<file path="config.mk">
export PLATFORM = sky130hd
export DESIGN_NAME = cpu65816_instruction_predecoder_top
export DESIGN_NICKNAME = d
export VERILOG_FILES = /design/src/sv/c816pd_pkg.sv /design/src/sv/cpu65816_instruction_predecoder_top.sv
export VERILOG_INCLUDE_DIRS = /design/src /design/src/sv
export SDC_FILE = /design/constraint.sdc
export NUM_CORES = 1
export LEC_CHECK = 0
export ABC_AREA = 1
export BUFFER_PORTS_ARGS = -buffer_cell sky130_fd_sc_hd__buf_2
export CORE_MARGIN = 2
export CORE_UTILIZATION = 54
export CTS_CLUSTER_DIAMETER = 200
export DETAILED_ROUTE_END_ITERATION = 8
export PLACE_DENSITY_LB_ADDON = 0.15
export SYNTH_ARGS = -nofsm -noshare
export SYNTH_HDL_FRONTEND = slang
export SYNTH_SLANG_ARGS = --single-unit
export TNS_END_PERCENT = 10
</file>
<file path="constraint.sdc">
create_clock -name clk -period 3.9 [get_ports clk]
set_clock_uncertainty 0.2 [all_clocks]
set_input_delay 0.39 -clock clk [delete_from_list [all_inputs] [get_ports clk]]
set_output_delay 0.39 -clock clk [all_outputs]
set_load 0.05 [all_outputs]
</file>
<file path="src/sv/cpu65816_instruction_predecoder_top_macros.svh">
// Assertion macros for the 65816 instruction predecoder.
// Depends on nothing; the including module supplies clk and arst_n.
`ifndef CPU65816_INSTRUCTION_PREDECODER_TOP_MACROS_SVH
`define CPU65816_INSTRUCTION_PREDECODER_TOP_MACROS_SVH

// Same-cycle implication, sampled on clk, off during reset.
`define C816PD_ASSERT_NOW(lbl, ante, cons) \
	lbl: assert property (@(posedge clk) disable iff (!arst_n) (ante) |-> (cons)) \
		else $error("predecoder same-cycle check failed");

// Next-cycle implication, sampled on clk, off during reset.
`define C816PD_ASSERT_NEXT(lbl, ante, cons) \
	lbl: assert property (@(posedge clk) disable iff (!arst_n) (ante) |=> (cons)) \
		else $error("predecoder next-cycle check failed");

`endif

</file>
<file path="src/sv/c816pd_pkg.sv">
// Package for the 65816 instruction predecoder: opcodes, class codes,
// the instruction length table and the operation class table. No dependencies.
`timescale 1ns / 1ps

package c816pd_pkg;

	localparam int ADDR_BITS = 24;

	typedef enum logic [4:0] {
		CLS_UNKNOWN  = 5'd0,
		CLS_NOP      = 5'd1,
		CLS_XCHG     = 5'd2,
		CLS_SWI      = 5'd3,
		CLS_MOV      = 5'd4,
		CLS_PUSH     = 5'd5,
		CLS_POP      = 5'd6,
		CLS_ADD      = 5'd7,
		CLS_AND      = 5'd8,
		CLS_BITTEST  = 5'd9,
		CLS_CMP      = 5'd10,
		CLS_OR       = 5'd11,
		CLS_XOR      = 5'd12,
		CLS_SHL      = 5'd13,
		CLS_SHR      = 5'd14,
		CLS_ROL      = 5'd15,
		CLS_ROR      = 5'd16,
		CLS_SUB      = 5'd17,
		CLS_STORE    = 5'd18,
		CLS_LOAD     = 5'd19,
		CLS_JMP      = 5'd20,
		CLS_IJMP     = 5'd21,
		CLS_CJMP     = 5'd22,
		CLS_CALL     = 5'd23,
		CLS_ICALL    = 5'd24,
		CLS_RET      = 5'd25
	} op_class_t;

	typedef enum logic [1:0] {
		COND_NONE  = 2'd0,
		COND_EQ    = 2'd1,
		COND_NE    = 2'd2
	} branch_cond_t;

	localparam logic [7:0] OPC_JMP_ABS  = 8'h4C;
	localparam logic [7:0] OPC_JSR_ABS  = 8'h20;
	localparam logic [7:0] OPC_JML_LONG = 8'h5C;
	localparam logic [7:0] OPC_JSL_LONG = 8'h22;
	localparam logic [7:0] OPC_BRA      = 8'h80;
	localparam logic [7:0] OPC_BRL      = 8'h82;
	localparam logic [7:0] OPC_BPL      = 8'h10;
	localparam logic [7:0] OPC_BMI      = 8'h30;
	localparam logic [7:0] OPC_BVC      = 8'h50;
	localparam logic [7:0] OPC_BVS      = 8'h70;
	localparam logic [7:0] OPC_BCC      = 8'h90;
	localparam logic [7:0] OPC_BCS      = 8'hB0;
	localparam logic [7:0] OPC_BNE      = 8'hD0;
	localparam logic [7:0] OPC_BEQ      = 8'hF0;
	localparam logic [7:0] OPC_REP      = 8'hC2;
	localparam logic [7:0] OPC_SEP      = 8'hE2;

	localparam logic [7:0] OPC_ORA_IMM  = 8'h09;
	localparam logic [7:0] OPC_AND_IMM  = 8'h29;
	localparam logic [7:0] OPC_EOR_IMM  = 8'h49;
	localparam logic [7:0] OPC_ADC_IMM  = 8'h69;
	localparam logic [7:0] OPC_BIT_IMM  = 8'h89;
	localparam logic [7:0] OPC_LDA_IMM  = 8'hA9;
	localparam logic [7:0] OPC_CMP_IMM  = 8'hC9;
	localparam logic [7:0] OPC_SBC_IMM  = 8'hE9;
	localparam logic [7:0] OPC_LDY_IMM  = 8'hA0;
	localparam logic [7:0] OPC_LDX_IMM  = 8'hA2;
	localparam logic [7:0] OPC_CPY_IMM  = 8'hC0;
	localparam logic [7:0] OPC_CPX_IMM  = 8'hE0;

	localparam int FLAG_X_BIT = 4;
	localparam int FLAG_M_BIT = 5;

	localparam logic [2:0] LEN_TAB [256] = '{
		3'd2,3'd2,3'd2,3'd2,3'd2,3'd2,3'd2,3'd2,3'd1,3'd2,3'd1,3'd1,3'd3,3'd3,3'd3,3'd4,
		3'd2,3'd2,3'd2,3'd2,3'd2,3'd2,3'd2,3'd2,3'd1,3'd3,3'd1,3'd1,3'd3,3'd3,3'd3,3'd4,
		3'd3,3'd2,3'd4,3'd2,3'd2,3'd2,3'd2,3'd2,3'd1,3'd2,3'd1,3'd1,3'd3,3'd3,3'd3,3'd4,
		3'd2,3'd2,3'd2,3'd2,3'd2,3'd2,3'd2,3'd2,3'd1,3'd3,3'd1,3'd1,3'd3,3'd3,3'd3,3'd4,
		3'd1,3'd2,3'd2,3'd2,3'd3,3'd2,3'd2,3'd2,3'd1,3'd2,3'd1,3'd1,3'd3,3'd3,3'd3,3'd4,
		3'd2,3'd2,3'd2,3'd2,3'd3,3'd2,3'd2,3'd2,3'd1,3'd3,3'd1,3'd1,3'd4,3'd3,3'd3,3'd4,
		3'd1,3'd2,3'd3,3'd2,3'd2,3'd2,3'd2,3'd2,3'd1,3'd2,3'd1,3'd1,3'd3,3'd3,3'd3,3'd4,
		3'd2,3'd2,3'd2,3'd2,3'd2,3'd2,3'd2,3'd2,3'd1,3'd3,3'd1,3'd1,3'd3,3'd3,3'd3,3'd4,
		3'd2,3'd2,3'd3,3'd2,3'd2,3'd2,3'd2,3'd2,3'd1,3'd2,3'd1,3'd1,3'd3,3'd3,3'd3,3'd4,
		3'd2,3'd2,3'd2,3'd2,3'd2,3'd2,3'd2,3'd2,3'd1,3'd3,3'd1,3'd1,3'd3,3'd3,3'd3,3'd4,
		3'd2,3'd2,3'd2,3'd2,3'd2,3'd2,3'd2,3'd2,3'd1,3'd2,3'd1,3'd1,3'd3,3'd3,3'd3,3'd4,
		3'd2,3'd2,3'd2,3'd2,3'd2,3'd2,3'd2,3'd2,3'd1,3'd3,3'd1,3'd1,3'd3,3'd3,3'd3,3'd4,
		3'd2,3'd2,3'd2,3'd2,3'd2,3'd2,3'd2,3'd2,3'd1,3'd2,3'd1,3'd1,3'd3,3'd3,3'd3,3'd4,
		3'd2,3'd2,3'd2,3'd2,3'd2,3'd2,3'd2,3'd2,3'd1,3'd3,3'd1,3'd1,3'd3,3'd3,3'd3,3'd4,
		3'd2,3'd2,3'd2,3'd2,3'd2,3'd2,3'd2,3'd2,3'd1,3'd2,3'd1,3'd1,3'd3,3'd3,3'd3,3'd4,
		3'd2,3'd2,3'd2,3'd2,3'd3,3'd2,3'd2,3'd2,3'd1,3'd3,3'd1,3'd1,3'd3,3'd3,3'd3,3'd4
	};

	localparam logic [4:0] CLASS_TAB [256] = '{
		5'd3,5'd11,5'd3,5'd11,5'd0,5'd11,5'd13,5'd11,
		5'd5,5'd11,5'd13,5'd5,5'd0,5'd11,5'd13,5'd11,
		5'd22,5'd11,5'd11,5'd11,5'd0,5'd11,5'd13,5'd11,
		5'd0,5'd11,5'd7,5'd4,5'd0,5'd11,5'd13,5'd11,
		5'd23,5'd8,5'd23,5'd8,5'd9,5'd8,5'd15,5'd8,
		5'd6,5'd8,5'd15,5'd6,5'd9,5'd8,5'd15,5'd8,
		5'd22,5'd8,5'd8,5'd8,5'd9,5'd8,5'd15,5'd8,
		5'd0,5'd8,5'd17,5'd4,5'd9,5'd8,5'd15,5'd8,
		5'd25,5'd12,5'd0,5'd12,5'd0,5'd12,5'd14,5'd12,
		5'd5,5'd12,5'd14,5'd5,5'd20,5'd12,5'd14,5'd12,
		5'd22,5'd12,5'd12,5'd12,5'd0,5'd12,5'd14,5'd12,
		5'd0,5'd12,5'd5,5'd4,5'd20,5'd12,5'd14,5'd12,
		5'd25,5'd7,5'd0,5'd7,5'd18,5'd7,5'd16,5'd7,
		5'd6,5'd7,5'd16,5'd25,5'd21,5'd7,5'd16,5'd7,
		5'd22,5'd7,5'd7,5'd7,5'd18,5'd7,5'd16,5'd7,
		5'd0,5'd7,5'd6,5'd4,5'd21,5'd7,5'd16,5'd7,
		5'd20,5'd18,5'd20,5'd18,5'd18,5'd18,5'd18,5'd18,
		5'd17,5'd9,5'd4,5'd5,5'd18,5'd18,5'd18,5'd18,
		5'd22,5'd18,5'd18,5'd18,5'd18,5'd18,5'd18,5'd18,
		5'd4,5'd18,5'd4,5'd4,5'd18,5'd18,5'd18,5'd18,
		5'd19,5'd19,5'd19,5'd19,5'd19,5'd19,5'd19,5'd19,
		5'd4,5'd19,5'd4,5'd6,5'd19,5'd19,5'd19,5'd19,
		5'd22,5'd19,5'd19,5'd19,5'd19,5'd19,5'd19,5'd19,
		5'd0,5'd19,5'd4,5'd4,5'd19,5'd19,5'd19,5'd19,
		5'd10,5'd10,5'd0,5'd10,5'd10,5'd10,5'd17,5'd10,
		5'd7,5'd10,5'd17,5'd0,5'd10,5'd10,5'd17,5'd10,
		5'd22,5'd10,5'd10,5'd10,5'd0,5'd10,5'd17,5'd10,
		5'd0,5'd10,5'd5,5'd0,5'd21,5'd10,5'd17,5'd10,
		5'd10,5'd17,5'd0,5'd17,5'd10,5'd17,5'd7,5'd17,
		5'd7,5'd17,5'd1,5'd0,5'd10,5'd17,5'd7,5'd17,
		5'd22,5'd17,5'd17,5'd17,5'd0,5'd17,5'd7,5'd17,
		5'd0,5'd17,5'd6,5'd2,5'd24,5'd17,5'd7,5'd17
	};

endpackage

</file>
<file path="src/sv/cpu65816_instruction_predecoder_top.sv">
// Top level of the 65816 instruction predecoder.
// Depends on c816pd_pkg and cpu65816_instruction_predecoder_top_macros.svh.
// An accepted beat passes the input stage register, then the result register.
// Throughput is one instruction per cycle unless out_ready stalls; the decode
// is length and class lookups and target adders between those registers.
// Reset clears both stage valids and the M and X flags (16-bit widths).
`timescale 1ns / 1ps

`include "cpu65816_instruction_predecoder_top_macros.svh"

module cpu65816_instruction_predecoder_top #(
	parameter int ADDRESS_BITS = c816pd_pkg::ADDR_BITS
) (
	input  logic                    clk,
	input  logic                    arst_n,
	input  logic                    in_valid,
	output logic                    in_ready,
	input  logic [7:0]              opcode,
	input  logic [7:0]              operand_lo,
	input  logic [7:0]              operand_mid,
	input  logic [7:0]              operand_hi,
	input  logic [ADDRESS_BITS-1:0] pc_address,
	input  logic [2:0]              bytes_available,
	output logic                    out_valid,
	input  logic                    out_ready,
	output logic [2:0]              insn_size,
	output logic [4:0]              op_class,
	output logic                    ends_block,
	output logic                    has_target,
	output logic [ADDRESS_BITS-1:0] jump_target,
	output logic                    has_fallthrough,
	output logic [ADDRESS_BITS-1:0] fallthrough_target,
	output logic [1:0]              branch_condition
);
	import c816pd_pkg::*;

	logic                    valid_s1;
	logic [7:0]              opcode_s1;
	logic [7:0]              lo_s1;
	logic [7:0]              mid_s1;
	logic [7:0]              hi_s1;
	logic [ADDRESS_BITS-1:0] pc_s1;
	logic [2:0]              avail_s1;

	logic acc_narrow_q;
	logic index_narrow_q;

	logic                    out_valid_q;
	logic [2:0]              size_q;
	logic [4:0]              class_q;
	logic                    ends_q;
	logic                    has_tgt_q;
	logic [ADDRESS_BITS-1:0] tgt_q;
	logic                    has_fall_q;
	logic [ADDRESS_BITS-1:0] fall_q;
	logic [1:0]              cond_q;

	logic                    in_fire;
	logic                    advance;
	logic                    widen;
	logic [2:0]              size_d;
	logic                    fits;
	op_class_t               class_d;
	logic                    ends_d;
	logic                    has_tgt_d;
	logic [ADDRESS_BITS-1:0] tgt_d;
	logic                    has_fall_d;
	logic [ADDRESS_BITS-1:0] fall_d;
	branch_cond_t            cond_d;
	logic [ADDRESS_BITS-1:0] rel8;
	logic [ADDRESS_BITS-1:0] rel16;
	logic                    acc_narrow_d;
	logic                    index_narrow_d;

	assign advance  = valid_s1 && (!out_valid_q || out_ready);
	assign in_ready = !valid_s1 || advance;
	assign in_fire  = in_valid && in_ready;

	always_ff @(posedge clk or negedge arst_n) begin
		if (!arst_n) begin
			valid_s1 <= 1'b0;
		end else if (in_fire) begin
			valid_s1 <= 1'b1;
		end else if (advance) begin
			valid_s1 <= 1'b0;
		end
	end

	always_ff @(posedge clk) begin
		if (in_fire) begin
			opcode_s1 <= opcode;
			lo_s1     <= operand_lo;
			mid_s1    <= operand_mid;
			hi_s1     <= operand_hi;
			pc_s1     <= pc_address;
			avail_s1  <= bytes_available;
		end
	end

	always_comb begin
		unique case (opcode_s1) inside
			OPC_ORA_IMM, OPC_AND_IMM, OPC_EOR_IMM, OPC_ADC_IMM,
			OPC_BIT_IMM, OPC_LDA_IMM, OPC_CMP_IMM, OPC_SBC_IMM: begin
				widen = !acc_narrow_q;
			end
			OPC_LDY_IMM, OPC_LDX_IMM, OPC_CPY_IMM, OPC_CPX_IMM: begin
				widen = !index_narrow_q;
			end
			default: begin
				widen = 1'b0;
			end
		endcase
	end

	assign size_d  = LEN_TAB[opcode_s1] + {2'b00, widen};
	assign fits    = size_d <= avail_s1;
	assign class_d = op_class_t'(CLASS_TAB[opcode_s1]);
	assign ends_d  = (class_d == CLS_JMP) || (class_d == CLS_IJMP) ||
		(class_d == CLS_CJMP) || (class_d == CLS_RET);
	assign rel8    = {{(ADDRESS_BITS-8){lo_s1[7]}}, lo_s1};
	assign rel16   = {{(ADDRESS_BITS-16){mid_s1[7]}}, mid_s1, lo_s1};

	always_comb begin
		has_tgt_d      = 1'b0;
		tgt_d          = '0;
		has_fall_d     = 1'b0;
		fall_d         = '0;
		cond_d         = COND_NONE;
		acc_narrow_d   = acc_narrow_q;
		index_narrow_d = index_narrow_q;
		unique case (opcode_s1) inside
			OPC_JMP_ABS, OPC_JSR_ABS: begin
				has_tgt_d = 1'b1;
				tgt_d     = {pc_s1[ADDRESS_BITS-1:16], mid_s1, lo_s1};
			end
			OPC_JML_LONG, OPC_JSL_LONG: begin
				has_tgt_d = 1'b1;
				tgt_d     = ADDRESS_BITS'({hi_s1, mid_s1, lo_s1});
			end
			OPC_BRA: begin
				has_tgt_d = 1'b1;
				tgt_d     = pc_s1 + ADDRESS_BITS'(2) + rel8;
			end
			OPC_BRL: begin
				has_tgt_d = 1'b1;
				tgt_d     = pc_s1 + ADDRESS_BITS'(3) + rel16;
			end
			OPC_BPL, OPC_BMI, OPC_BVC, OPC_BVS,
			OPC_BCC, OPC_BCS, OPC_BNE, OPC_BEQ: begin
				has_tgt_d  = 1'b1;
				has_fall_d = 1'b1;
				tgt_d      = pc_s1 + ADDRESS_BITS'(2) + rel8;
				fall_d     = pc_s1 + ADDRESS_BITS'(2);
				if (opcode_s1 == OPC_BNE) begin
					cond_d = COND_NE;
				end else if (opcode_s1 == OPC_BEQ) begin
					cond_d = COND_EQ;
				end
			end
			OPC_REP: begin
				if (lo_s1[FLAG_X_BIT]) begin
					index_narrow_d = 1'b0;
				end
				if (lo_s1[FLAG_M_BIT]) begin
					acc_narrow_d = 1'b0;
				end
			end
			OPC_SEP: begin
				if (lo_s1[FLAG_X_BIT]) begin
					index_narrow_d = 1'b1;
				end
				if (lo_s1[FLAG_M_BIT]) begin
					acc_narrow_d = 1'b1;
				end
			end
			default: begin
			end
		endcase
	end

	always_ff @(posedge clk or negedge arst_n) begin
		if (!arst_n) begin
			acc_narrow_q   <= 1'b0;
			index_narrow_q <= 1'b0;
			out_valid_q    <= 1'b0;
		end else begin
			if (advance && fits) begin
				acc_narrow_q   <= acc_narrow_d;
				index_narrow_q <= index_narrow_d;
			end
			if (advance) begin
				out_valid_q <= 1'b1;
			end else if (out_ready) begin
				out_valid_q <= 1'b0;
			end
		end
	end

	always_ff @(posedge clk) begin
		if (advance) begin
			if (fits) begin
				size_q     <= size_d;
				class_q    <= class_d;
				ends_q     <= ends_d;
				has_tgt_q  <= has_tgt_d;
				tgt_q      <= tgt_d;
				has_fall_q <= has_fall_d;
				fall_q     <= fall_d;
				cond_q     <= cond_d;
			end else begin
				size_q     <= '0;
				class_q    <= CLS_UNKNOWN;
				ends_q     <= 1'b0;
				has_tgt_q  <= 1'b0;
				tgt_q      <= '0;
				has_fall_q <= 1'b0;
				fall_q     <= '0;
				cond_q     <= COND_NONE;
			end
		end
	end

	assign out_valid          = out_valid_q;
	assign insn_size          = size_q;
	assign op_class           = class_q;
	assign ends_block         = ends_q;
	assign has_target         = has_tgt_q;
	assign jump_target        = tgt_q;
	assign has_fallthrough    = has_fall_q;
	assign fallthrough_target = fall_q;
	assign branch_condition   = cond_q;

	`C816PD_ASSERT_NOW(a_trunc_zero, out_valid_q && (size_q == 3'd0),
		(class_q == CLS_UNKNOWN) && !has_tgt_q && !has_fall_q && (cond_q == COND_NONE))
	`C816PD_ASSERT_NOW(a_fall_needs_tgt, out_valid_q && has_fall_q,
		has_tgt_q && ends_q && (class_q == CLS_CJMP))
	`C816PD_ASSERT_NOW(a_no_tgt_zero, out_valid_q && !has_tgt_q, tgt_q == '0)
	`C816PD_ASSERT_NEXT(a_flags_hold,
		!(advance && fits && ((opcode_s1 == OPC_REP) || (opcode_s1 == OPC_SEP))),
		$stable(acc_narrow_q) && $stable(index_narrow_q))

endmodule

</file>
==> results of run 1 <==
[logic make-up (layout without fill, tap and decap cells)]
| kind of cell | count (synthesis) | count (layout) | share of synthesized area, % |
|---|---|---|---|
| DFF | 124 | 124 | 37.7 |
| AOI/OAI and AO/OA | 171 | 171 | 9.92 |
| xor gates and xnor gates | 16 | 16 | 1.43 |
| and+or+nand+nor | 715 | 715 | 31.4 |
| muxes | 2 | 2 | 0.204 |
| buffers and inverters | 223 | 486 | 8.77 |
| adders and majority gates | 82 | 82 | 10.6 |
[Yosys cell counts (all sizes together) (3+ instances only)]
library cell	instances	area, um^2
inv	200	751
and2	4	25.0
buf	13	73.8
nand3	145	731
nand4	19	119
a31oi	8	65.1
clkbuf	9	33.8
xor2	9	78.8
ha	80	1000
or2	11	68.8
nor2	128	518
a21oi	73	365
o21ai	63	334
xnor2	7	61.3
o22ai	3	18.8
o211ai	5	37.5
nand3b	10	75.1
o21bai	5	37.5
nor4	4	25.0
a22o	3	26.3
nand2	385	1480
dfrtp	4	100
nor3	9	45.0
edfxtp	120	3600
[final timing paths]
| kind | from | to | depth (start not counted) |
|---|---|---|---|
| max | opcode_s1[0] | jump_target[13] | 22 |
| min | in_valid | valid_s1 | 3 |
| max reg2reg | opcode_s1[0] | jump_target[13] | 22 |
| min reg2reg | acc_narrow_q | acc_narrow_q | 2 |
| max in group asynchronous | arst_n | valid_s1 | 2 |
| min in group asynchronous | arst_n | index_narrow_q | 2 |
[flip-flops by register name, summed over array words and instances, names as in the netlist, 5 cells and up]
| name | cells |
|---|---|
| op_class | 5 |
| pc_s1 | 24 |
| opcode_s1 | 8 |
| mid_s1 | 8 |
| fallthrough_target | 24 |
| jump_target | 24 |
| hi_s1 | 8 |
| lo_s1 | 8 |
[worst reg2reg max path: cells and delay by family, from the launching register on]
kind / cells / cell delay, ns
AO/OA/AOI/OAI: 7 / 0.76
adder cells (fa/ha/maj): 4 / 0.91
flip-flops: 1 / 0.46
buffers and inverters: 6 / 0.69
AND/OR/NAND/NOR: 4 / 0.38
XOR/XNOR: 1 / 0.14
[routing by layer]
layer | global-route usage, % | up-vias | routed length [um]
li1 | - | 4932 | -
met1 | 44.7 | 4773 | 13400
met2 | 55.0 | 492 | 15400
met3 | 5.73 | 80 | 2790
met4 | 12.2 | 0 | 1010
met5 | 0 | - | 0
[area by class of cell]
cell class / instances / area (um^2)
clock inverters: 14 / 194
inverters: 201 / 754
clock buffers: 17 / 425
repair buffers: 254 / 1800
fillers: 1506 / 5370
well taps: 229 / 287
flip-flops and latches: 124 / 3700
multi-input cells: 986 / 5370
[power by group through the flow]
stage          clock, W  sequential [W]  combinational (W)
2_1_floorplan         0         0.00200           0.000827
3_3_place_gp          0         0.00173            0.00153
3_5_place_dp          0         0.00173            0.00154
4_1_cts         0.00170         0.00170            0.00161
5_1_grt         0.00177         0.00172            0.00183
6_report        0.00171         0.00171            0.00168
[what timing repair did]
action                     4_1_cts  5_1_grt
gates resized for setup          3       30
cloned                           0        1
setup endpoints to repair       27       63
hold buffers                    60        0
pin swaps                        2        2
setup buffers                    4       15
hold endpoints to repair        63        0
[stage by stage]
step	total power, W	TNS, ns
floorplan	0.00282	-0.752
global placement	0.00326	0
detailed placement	0.00327	0
CTS	0.00501	0
global route	0.00532	-1.29
finish	0.00510	0
==> qor.csv, run 1 <==
metric;value;unit
io_pins;126;
clockPowerShare;33.5;%
die-width;139;um
gpl.final_weighted_congestion;0.979;
slew_headroom;26.4;%
chipHeight;139;um
place_ws;0.00422;ns
cts.sinks;124;
detailedRoute.firstIterationViolations;1108;
setup_slack;0.115;ns
placed_cells_incl_taps;1714;
layout_min_cycle_time;3.79;ns
cellPowerDensity;407;nW/um^2
power_leakage;6.19;nW
dp.final_hpwl;24200;um
list_of_cells_traversed_by_the_critical_path;inv_2 > ha_2 > nand2_1 > o21ai_1 > o31ai_1 > o21ai_0 > nand2_1 > a21oi_2 > ha_2 > ha_2 > xor2_2 > inv_1 > ha_1 > nand2_1 > o21ai_2 > o21ai_2 > inv_2 > a31oi_4 > buf_4 > buf_12 > nand2_1 > inv_1;
timing.final.hold_violations;0;
cp.required;3.89;ns
initial_utilization;54.9;%
drt_first_pass_iters;6;
r2r_setup_slack;0.11;ns
path_buf_inv;6;
worst_skew_pair.late_latency;0.43;ns
dr_total_vias;10300;
maximum_number_of_pins_on_one_net_before_global_route_repair;53;
synth.cell_area;9830;um^2
first_global_vias;9809;
grt.total_usage;33.4;%
finalMaxSlewViolations;0;
wl_per_cell;17.9;um
maxClockFrequency;0.264;GHz
ctsHtreeMaxLevel;4;
synthesis.nets;1478;
cts_tree;done;
grt-ovfl-total;0;
critical_path.most_common_cell;sky130_fd_sc_hd__nand2_1;
diodes;0;
first_pass_grt_wire_length;50800;um
timing.critical_path.from_type;register;
worst_path_max_delay_cell;sky130_fd_sc_hd__edfxtp_1;
clkSlewWorstSetupHoldPaths;0.06;ns
port-buffer-count;125;
core_area;17900;um^2
mostFrequentLayoutCells;371 x sky130_fd_sc_hd__nand2_1, 176 x sky130_fd_sc_hd__inv_1, 144 x sky130_fd_sc_hd__nand3_1;
layout.cells.most_common;sky130_fd_sc_hd__nand2_1;
setup_violations_final;0;
grt_antenna_before_repair;0;
cp-end-kind;register;
final_design_area_no_fill;12500;um^2
post_route_cells_drive_above_1_share;19.3;%
rows;49;
layout.core_utilization;70.0;%
cts_root_buffer;sky130_fd_sc_hd__clkbuf_16;
post_synth_num_cell_types;48;
power_frac_seq;33.5;%
arrival;3.77;ns
cts_max_path_buffers;2;
p_comb_share;33.0;%
hold_class;primary input to register;
max_slew.worst_pin.slew;1.10;ns
cts-buffers-inserted;17;
drc;0;
syn_area_per_cell;7.37;um^2
ys_warnings;0;
synth-edff-count;120;
power_switching_share;36.7;%
final_antenna_violating_net_count;0;
final.period_utilization;97.1;%
area_growth_syn_to_layout;27.5;%
dpl-instance-area;11000;um^2
cp_slowest_stage_delay;0.46;ns
hold-worst-slack;0.0290;ns
predominant_post_synthesis_flop_cell;sky130_fd_sc_hd__edfxtp_1;
timing.critical_path.max_delay_family;adder cells;
synthArstFlopShare;3.23;%
postSynthRegisterBits;124;
instances_no_fill;1825;
cap_violations;0;
synth.yosys.seq_area_share;37.7;%
syn_inst;1333;
finalNetCount;1729;
floorplan.die_area;19300;um^2
via_per_inst;5.63;
crit_path_max_fanout;9;
critPathKind;register to register;
power.ir.vdd_worst;0.342;mV
p_int;0.00323;W
drt-total-wl;32600;um
run_status;completed;
power.net_switching;0.00187;W
Power figures use the tool's default switching activity.
==> run 2, diff against run 1 <==
Settings changed: CORE_MARGIN 2 to 1.5.
==> run 2 against run 1 <==
Effect of this change: cell area shrank 0.78%; critical path type unchanged; largest power group unchanged; core utilization decreased by 0.55 points; worst setup slack gained 0.073 ns; combinational power about the same; critical path depth did not move; die area down 1.4%; wire length fell by 3.6%; via count down 1.2%; global-route usage grew 0.58 points; final cell count is 0.77% lower; largest cell class unchanged; non-clock buffer count fell by 14; first-iteration DRC count is 5.7% lower.
==> qor.csv, run 2 (synthesis gave the netlist of run 1 again) <==
metric;value;unit
wl_per_cell;17.4;um
hold-worst-slack;0.0673;ns
critPathKind;register to register;
grt.total_usage;34.0;%
area_growth_syn_to_layout;26.5;%
worst_skew_pair.late_latency;0.42;ns
floorplan.die_area;19000;um^2
cts_max_path_buffers;2;
io_pins;126;
mostFrequentLayoutCells;372 x sky130_fd_sc_hd__nand2_1, 175 x sky130_fd_sc_hd__inv_1, 144 x sky130_fd_sc_hd__nand3_1;
cts_tree;done;
drt-total-wl;31500;um
first_global_vias;9550;
via_per_inst;5.61;
final_antenna_violating_net_count;0;
cts_root_buffer;sky130_fd_sc_hd__clkbuf_16;
finalNetCount;1715;
die-width;138;um
dp.final_hpwl;23500;um
setup_slack;0.188;ns
detailedRoute.firstIterationViolations;1045;
timing.critical_path.from_type;register;
final.period_utilization;95.2;%
chipHeight;138;um
timing.final.hold_violations;0;
slew_headroom;33.7;%
core_area;17900;um^2
place_ws;-0.0308;ns
power_leakage;6.12;nW
clkSlewWorstSetupHoldPaths;0.05;ns
dr_total_vias;10200;
post_route_cells_drive_above_1_share;18.3;%
max_slew.worst_pin.slew;0.994;ns
layout_min_cycle_time;3.71;ns
design_power_total;0.00503;W
cellPowerDensity;405;nW/um^2
maxClockFrequency;0.269;GHz
ctsHtreeMaxLevel;4;
drc;0;
grt_antenna_before_repair;0;
diodes;0;
finalMaxSlewViolations;0;
cts.sinks;124;
cp.required;3.87;ns
cts-buffers-inserted;17;
rsz_0062_raised_after_global_routing;true;
layout.cells.most_common;sky130_fd_sc_hd__nand2_1;
rows;49;
drt_first_pass_iters;6;
initial_utilization;54.9;%
grt-ovfl-total;0;
run_status;completed;
cp-end-kind;register;
port-buffer-count;125;
arrival;3.69;ns
hold_class;primary input to register;
crit_path_max_fanout;8;
r2r_setup_slack;0.19;ns
cap_violations;0;
power.ir.vdd_worst;0.380;mV
gpl.final_weighted_congestion;0.995;
sum_of_negative_setup_slack;0;ns
maximum_number_of_pins_on_one_net_before_global_route_repair;49;
setup_violations_final;0;
first_pass_grt_wire_length;48700;um
## run 2: cell types whose count changed in the layout (fill, tap and decap cells not counted), moves of 3 or more
cell                       delta
sky130_fd_sc_hd__buf_4       -15
sky130_fd_sc_hd__clkinv_1     +4
sky130_fd_sc_hd__nor2_2       -3
sky130_fd_sc_hd__o21ai_0      -3
sky130_fd_sc_hd__o21ai_1      +3
## run 2: power breakdown
part           internal [W]  switching (W)  total (W)
Clock               0.00105       0.000600    0.00165
Combinational      0.000523        0.00115    0.00167
Sequential          0.00163      0.0000828    0.00171
Total               0.00320        0.00183    0.00503
## run 2: cell type report
type | count | area, um^2
Timing Repair Buffer | 240 | 1700
Clock buffer | 17 | 425
Tap cell | 229 | 287
Sequential cell | 124 | 3700
Fill cell | 1475 | 5470
Multi-Input combinational cell | 986 | 5390
Inverter | 201 | 754
Clock inverter | 14 | 178
## run 2: timing repair
| item | 4_1_cts | 5_1_grt |
|---|---|---|
| setup endpoints to repair | 8 | 63 |
| buffers inserted | 3 | 8 |
| resized for setup | 4 | 35 |
| endpoints found under the hold margin | 64 | 0 |
| pin swaps | 2 | 3 |
| hold buffers | 61 | 0 |
| gates cloned | 0 | 1 |
## run 2: worst paths after layout
check / from / to / cells after the start
hold / removal: out_ready / out_valid / 4
setup / recovery: opcode_s1[0] / jump_target[13] / 22
max in group asynchronous: arst_n / index_narrow_q / 2
hold reg to reg: index_narrow_q / index_narrow_q / 2
setup reg to reg: opcode_s1[0] / jump_target[13] / 22
min in group asynchronous: arst_n / out_valid / 2
## run 2: layer usage
layer  part of all wire (%)  routed length, um  global-route usage [%]
met1                     44              13700                    46.7
met5                      0                  0                       0
met2                     45              14100                    54.1
met3                    8.5               2680                    6.43
met4                    3.1                967                    11.4
## run 2: worst max-delay path, stage by stage, from the launching register on
cell and delay, ns:
sky130_fd_sc_hd__edfxtp_1 0.45, sky130_fd_sc_hd__ha_2 0.23, sky130_fd_sc_hd__nor2_1 0.13, sky130_fd_sc_hd__nand2_1 0.09, sky130_fd_sc_hd__nand2_1 0.13, sky130_fd_sc_hd__nor2_4 0.06, sky130_fd_sc_hd__o21ai_1 0.14, sky130_fd_sc_hd__o21ai_1 0.10
sky130_fd_sc_hd__a21oi_2 0.16, sky130_fd_sc_hd__ha_2 0.19, sky130_fd_sc_hd__ha_2 0.19, sky130_fd_sc_hd__xor2_2 0.14, sky130_fd_sc_hd__inv_1 0.09, sky130_fd_sc_hd__ha_4 0.27, sky130_fd_sc_hd__nand2_1 0.08, sky130_fd_sc_hd__o21ai_2 0.14
sky130_fd_sc_hd__o21ai_2 0.09, sky130_fd_sc_hd__inv_2 0.14, sky130_fd_sc_hd__a31oi_4 0.06, sky130_fd_sc_hd__buf_12 0.16, sky130_fd_sc_hd__buf_12 0.14, sky130_fd_sc_hd__nand2_1 0.07, sky130_fd_sc_hd__inv_1 0.05
## run 2: through the flow
stage | instance area, um^2 | cells | util, %
after global routing | 12400 | 1811 | 69.5
after global placement | 11000 | 1707 | 61.3
after detailed placement | 11000 | 1707 | 61.3
after CTS | 12200 | 1802 | 68.2
final | 12400 | 1811 | 69.5
after floorplan | 9830 | 1333 | -
==> run 3, diff against run 2 <==
Settings changed: GPL_ROUTABILITY_DRIVEN from default to 0, GPL_TIMING_DRIVEN from default to 0.
==> run 3 against run 2 <==
Effect of this change: count of clock-buffer cells in the layout stayed put; first-iteration DRC count grew 0.48%; wire length shrank 4.5%; global-route usage decreased by 2.0 points; register-to-register slack lost 0.34 ns; final cell count increased by 0.39%; sequential power barely moved; largest power group unchanged; core utilization increased by 1.3 points; worst setup slack got worse by 0.34 ns; critical path depth increased by 3; clock power decreased by 6%; the flow now finishes with violations (setup timing); hold slack got worse by 0.029 ns.
==> qor.csv, run 3 (synthesis gave the netlist of run 1 again) <==
metric;value;unit
final.period_utilization;104;%
arrival;4.04;ns
diodes;0;
max_slew.worst_pin.slew;0.901;ns
slew_headroom;39.9;%
cts_tree;done;
cts_max_path_buffers;2;
io_pins;126;
worst_skew_pair.late_latency;0.43;ns
grt.total_usage;32.1;%
area_growth_syn_to_layout;28.9;%
cap_violations;0;
hold_class;primary input to register;
rows;49;
maxClockFrequency;0.247;GHz
cts.sinks;124;
worst_path_max_delay_cell;sky130_fd_sc_hd__edfxtp_1;
grt-ovfl-total;0;
place_ws;-1.10;ns
design_power_total;0.00493;W
cts_root_buffer;sky130_fd_sc_hd__clkbuf_16;
power.ir.vdd_worst;0.330;mV
mostFrequentLayoutCells;363 x sky130_fd_sc_hd__nand2_1, 172 x sky130_fd_sc_hd__inv_1, 144 x sky130_fd_sc_hd__nand3_1;
cellPowerDensity;389;nW/um^2
final-seq-area;3700;um^2
crit_path_max_fanout;5;
maximum_number_of_pins_on_one_net_before_global_route_repair;48;
via_per_inst;5.67;
layout.filler_cells;1410;
cp.required;3.89;ns
first_global_vias;9472;
chipHeight;138;um
finalNetCount;1721;
wl_per_cell;16.5;um
run_status;finished with violations;
floorplan.die_area;19000;um^2
critical_path.most_common_cell;sky130_fd_sc_hd__inv_2;
initial_utilization;54.9;%
setup_violations_final;19;
multi_input_comb_area;5570;um^2
critPathKind;register to register;
clkSlewWorstSetupHoldPaths;0.06;ns
port-buffer-count;125;
layout.cells.most_common;sky130_fd_sc_hd__nand2_1;
grt_antenna_before_repair;0;
finalMaxSlewViolations;0;
die-width;138;um
drc;0;
rsz_0062_raised_after_global_routing;true;
timing.final.hold_violations;0;
detailedRoute.firstIterationViolations;1050;
timing.critical_path.max_delay_family;buffers and inverters;
failed_checks;setup timing;
ctsHtreeMaxLevel;4;
core_area;17900;um^2
layout_min_cycle_time;4.05;ns
dp.final_hpwl;21600;um
power_leakage;6.28;nW
cp-end-kind;register;
final_antenna_violating_net_count;0;
cp_slowest_stage_delay;0.47;ns
drt_first_pass_iters;7;
path_buf_inv;8;
setup_slack;-0.149;ns
drt-total-wl;30000;um
cts-buffers-inserted;17;
post_route_cells_drive_above_1_share;19.9;%
timing.critical_path.from_type;register;
dr_total_vias;10300;
first_pass_grt_wire_length;46400;um
==> run 3: cell count changes in the layout (fill, tap and decap cells not counted), sizes merged <==
cell,previous run,this run
buf,178,177
clkbuf,18,25
inv,200,202
clkinv,9,8
clkinvlp,2,4
bufinv,4,2
==> run 3: layer usage <==
| metal | up-vias | global-route usage [%] | part of all wire [%] |
|---|---|---|---|
| met5 | - | 0 | 0 |
| met4 | 0 | 13.1 | 3.7 |
| met3 | 117 | 5.63 | 8.7 |
| met2 | 551 | 52.0 | 46 |
| met1 | 4703 | 42.6 | 42 |
| li1 | 4929 | - | - |
==> run 3: repair_timing <==
item                                    in CTS  in global routing
endpoints found under the setup margin      63                 61
gates resized for setup                     59                 54
hold endpoints to repair                    64                  0
pin swaps                                    8                 19
cloned                                       1                  0
buffers inserted                            22                 13
hold buffers                                61                  0
==> run 3: layout make-up <==
| type | instances | share of cell area [%] |
|---|---|---|
| Buffer | 22 | 1.40 |
| Clock buffer | 17 | 3.36 |
| Clock inverter | 15 | 1.17 |
| Inverter | 201 | 6.00 |
| Multi-Input combinational cell | 986 | 44.0 |
| Sequential cell | 124 | 29.2 |
| Tap cell | 229 | 2.26 |
| Timing Repair Buffer | 224 | 12.6 |
==> run 3: path summary, 6_finish.rpt <==
| check | startpoint | end | slack (ns) | cells after the start |
|---|---|---|---|---|
| worst max-delay path | opcode_s1[0] | jump_target[19] | -0.15 | 25 |
| min in group asynchronous | arst_n | acc_narrow_q | 0.09 | 2 |
| worst max register to register | opcode_s1[0] | jump_target[19] | -0.15 | 25 |
| max in group asynchronous | arst_n | index_narrow_q | 3.29 | 2 |
| worst min-delay path | out_ready | out_valid | 0.04 | 4 |
| worst min register to register | index_narrow_q | index_narrow_q | 0.30 | 2 |
==> run 3: metrics by stage <==
stage	utilization [%]	setup TNS [ns]	hold slack (ns)	cells	area, um^2
global placement	60.0	-52.76	0.0000580	1687	10700
CTS	69.1	-0.0781	0.0356	1805	12400
global route	70.8	-4.79	0.0716	1818	12700
detailed placement	60.2	-53.24	0.00305	1689	10800
floorplan	-	-0.752	-0.106	1333	9830
finish	70.8	-1.15	0.0383	1818	12700
==> run 3: worst reg2reg max path, delay by kind of cell, from the launching register on <==
kind / cells / cell delay [ns]
XOR/XNOR: 1 / 0.20
AO/OA/AOI/OAI: 7 / 0.81
flip-flops: 1 / 0.47
adder cells (fa/ha/maj): 4 / 0.90
AND/OR/NAND/NOR: 5 / 0.31
buffers and inverters: 8 / 0.92
==> run 3: power by group <==
group	total [W]	leakage (nW)	internal (W)	switching (W)
registers	0.00171	1.23	0.00163	0.0000845
clock network	0.00155	0.271	0.000935	0.000615
logic	0.00167	4.78	0.000535	0.00114
total	0.00493	6.28	0.00310	0.00184
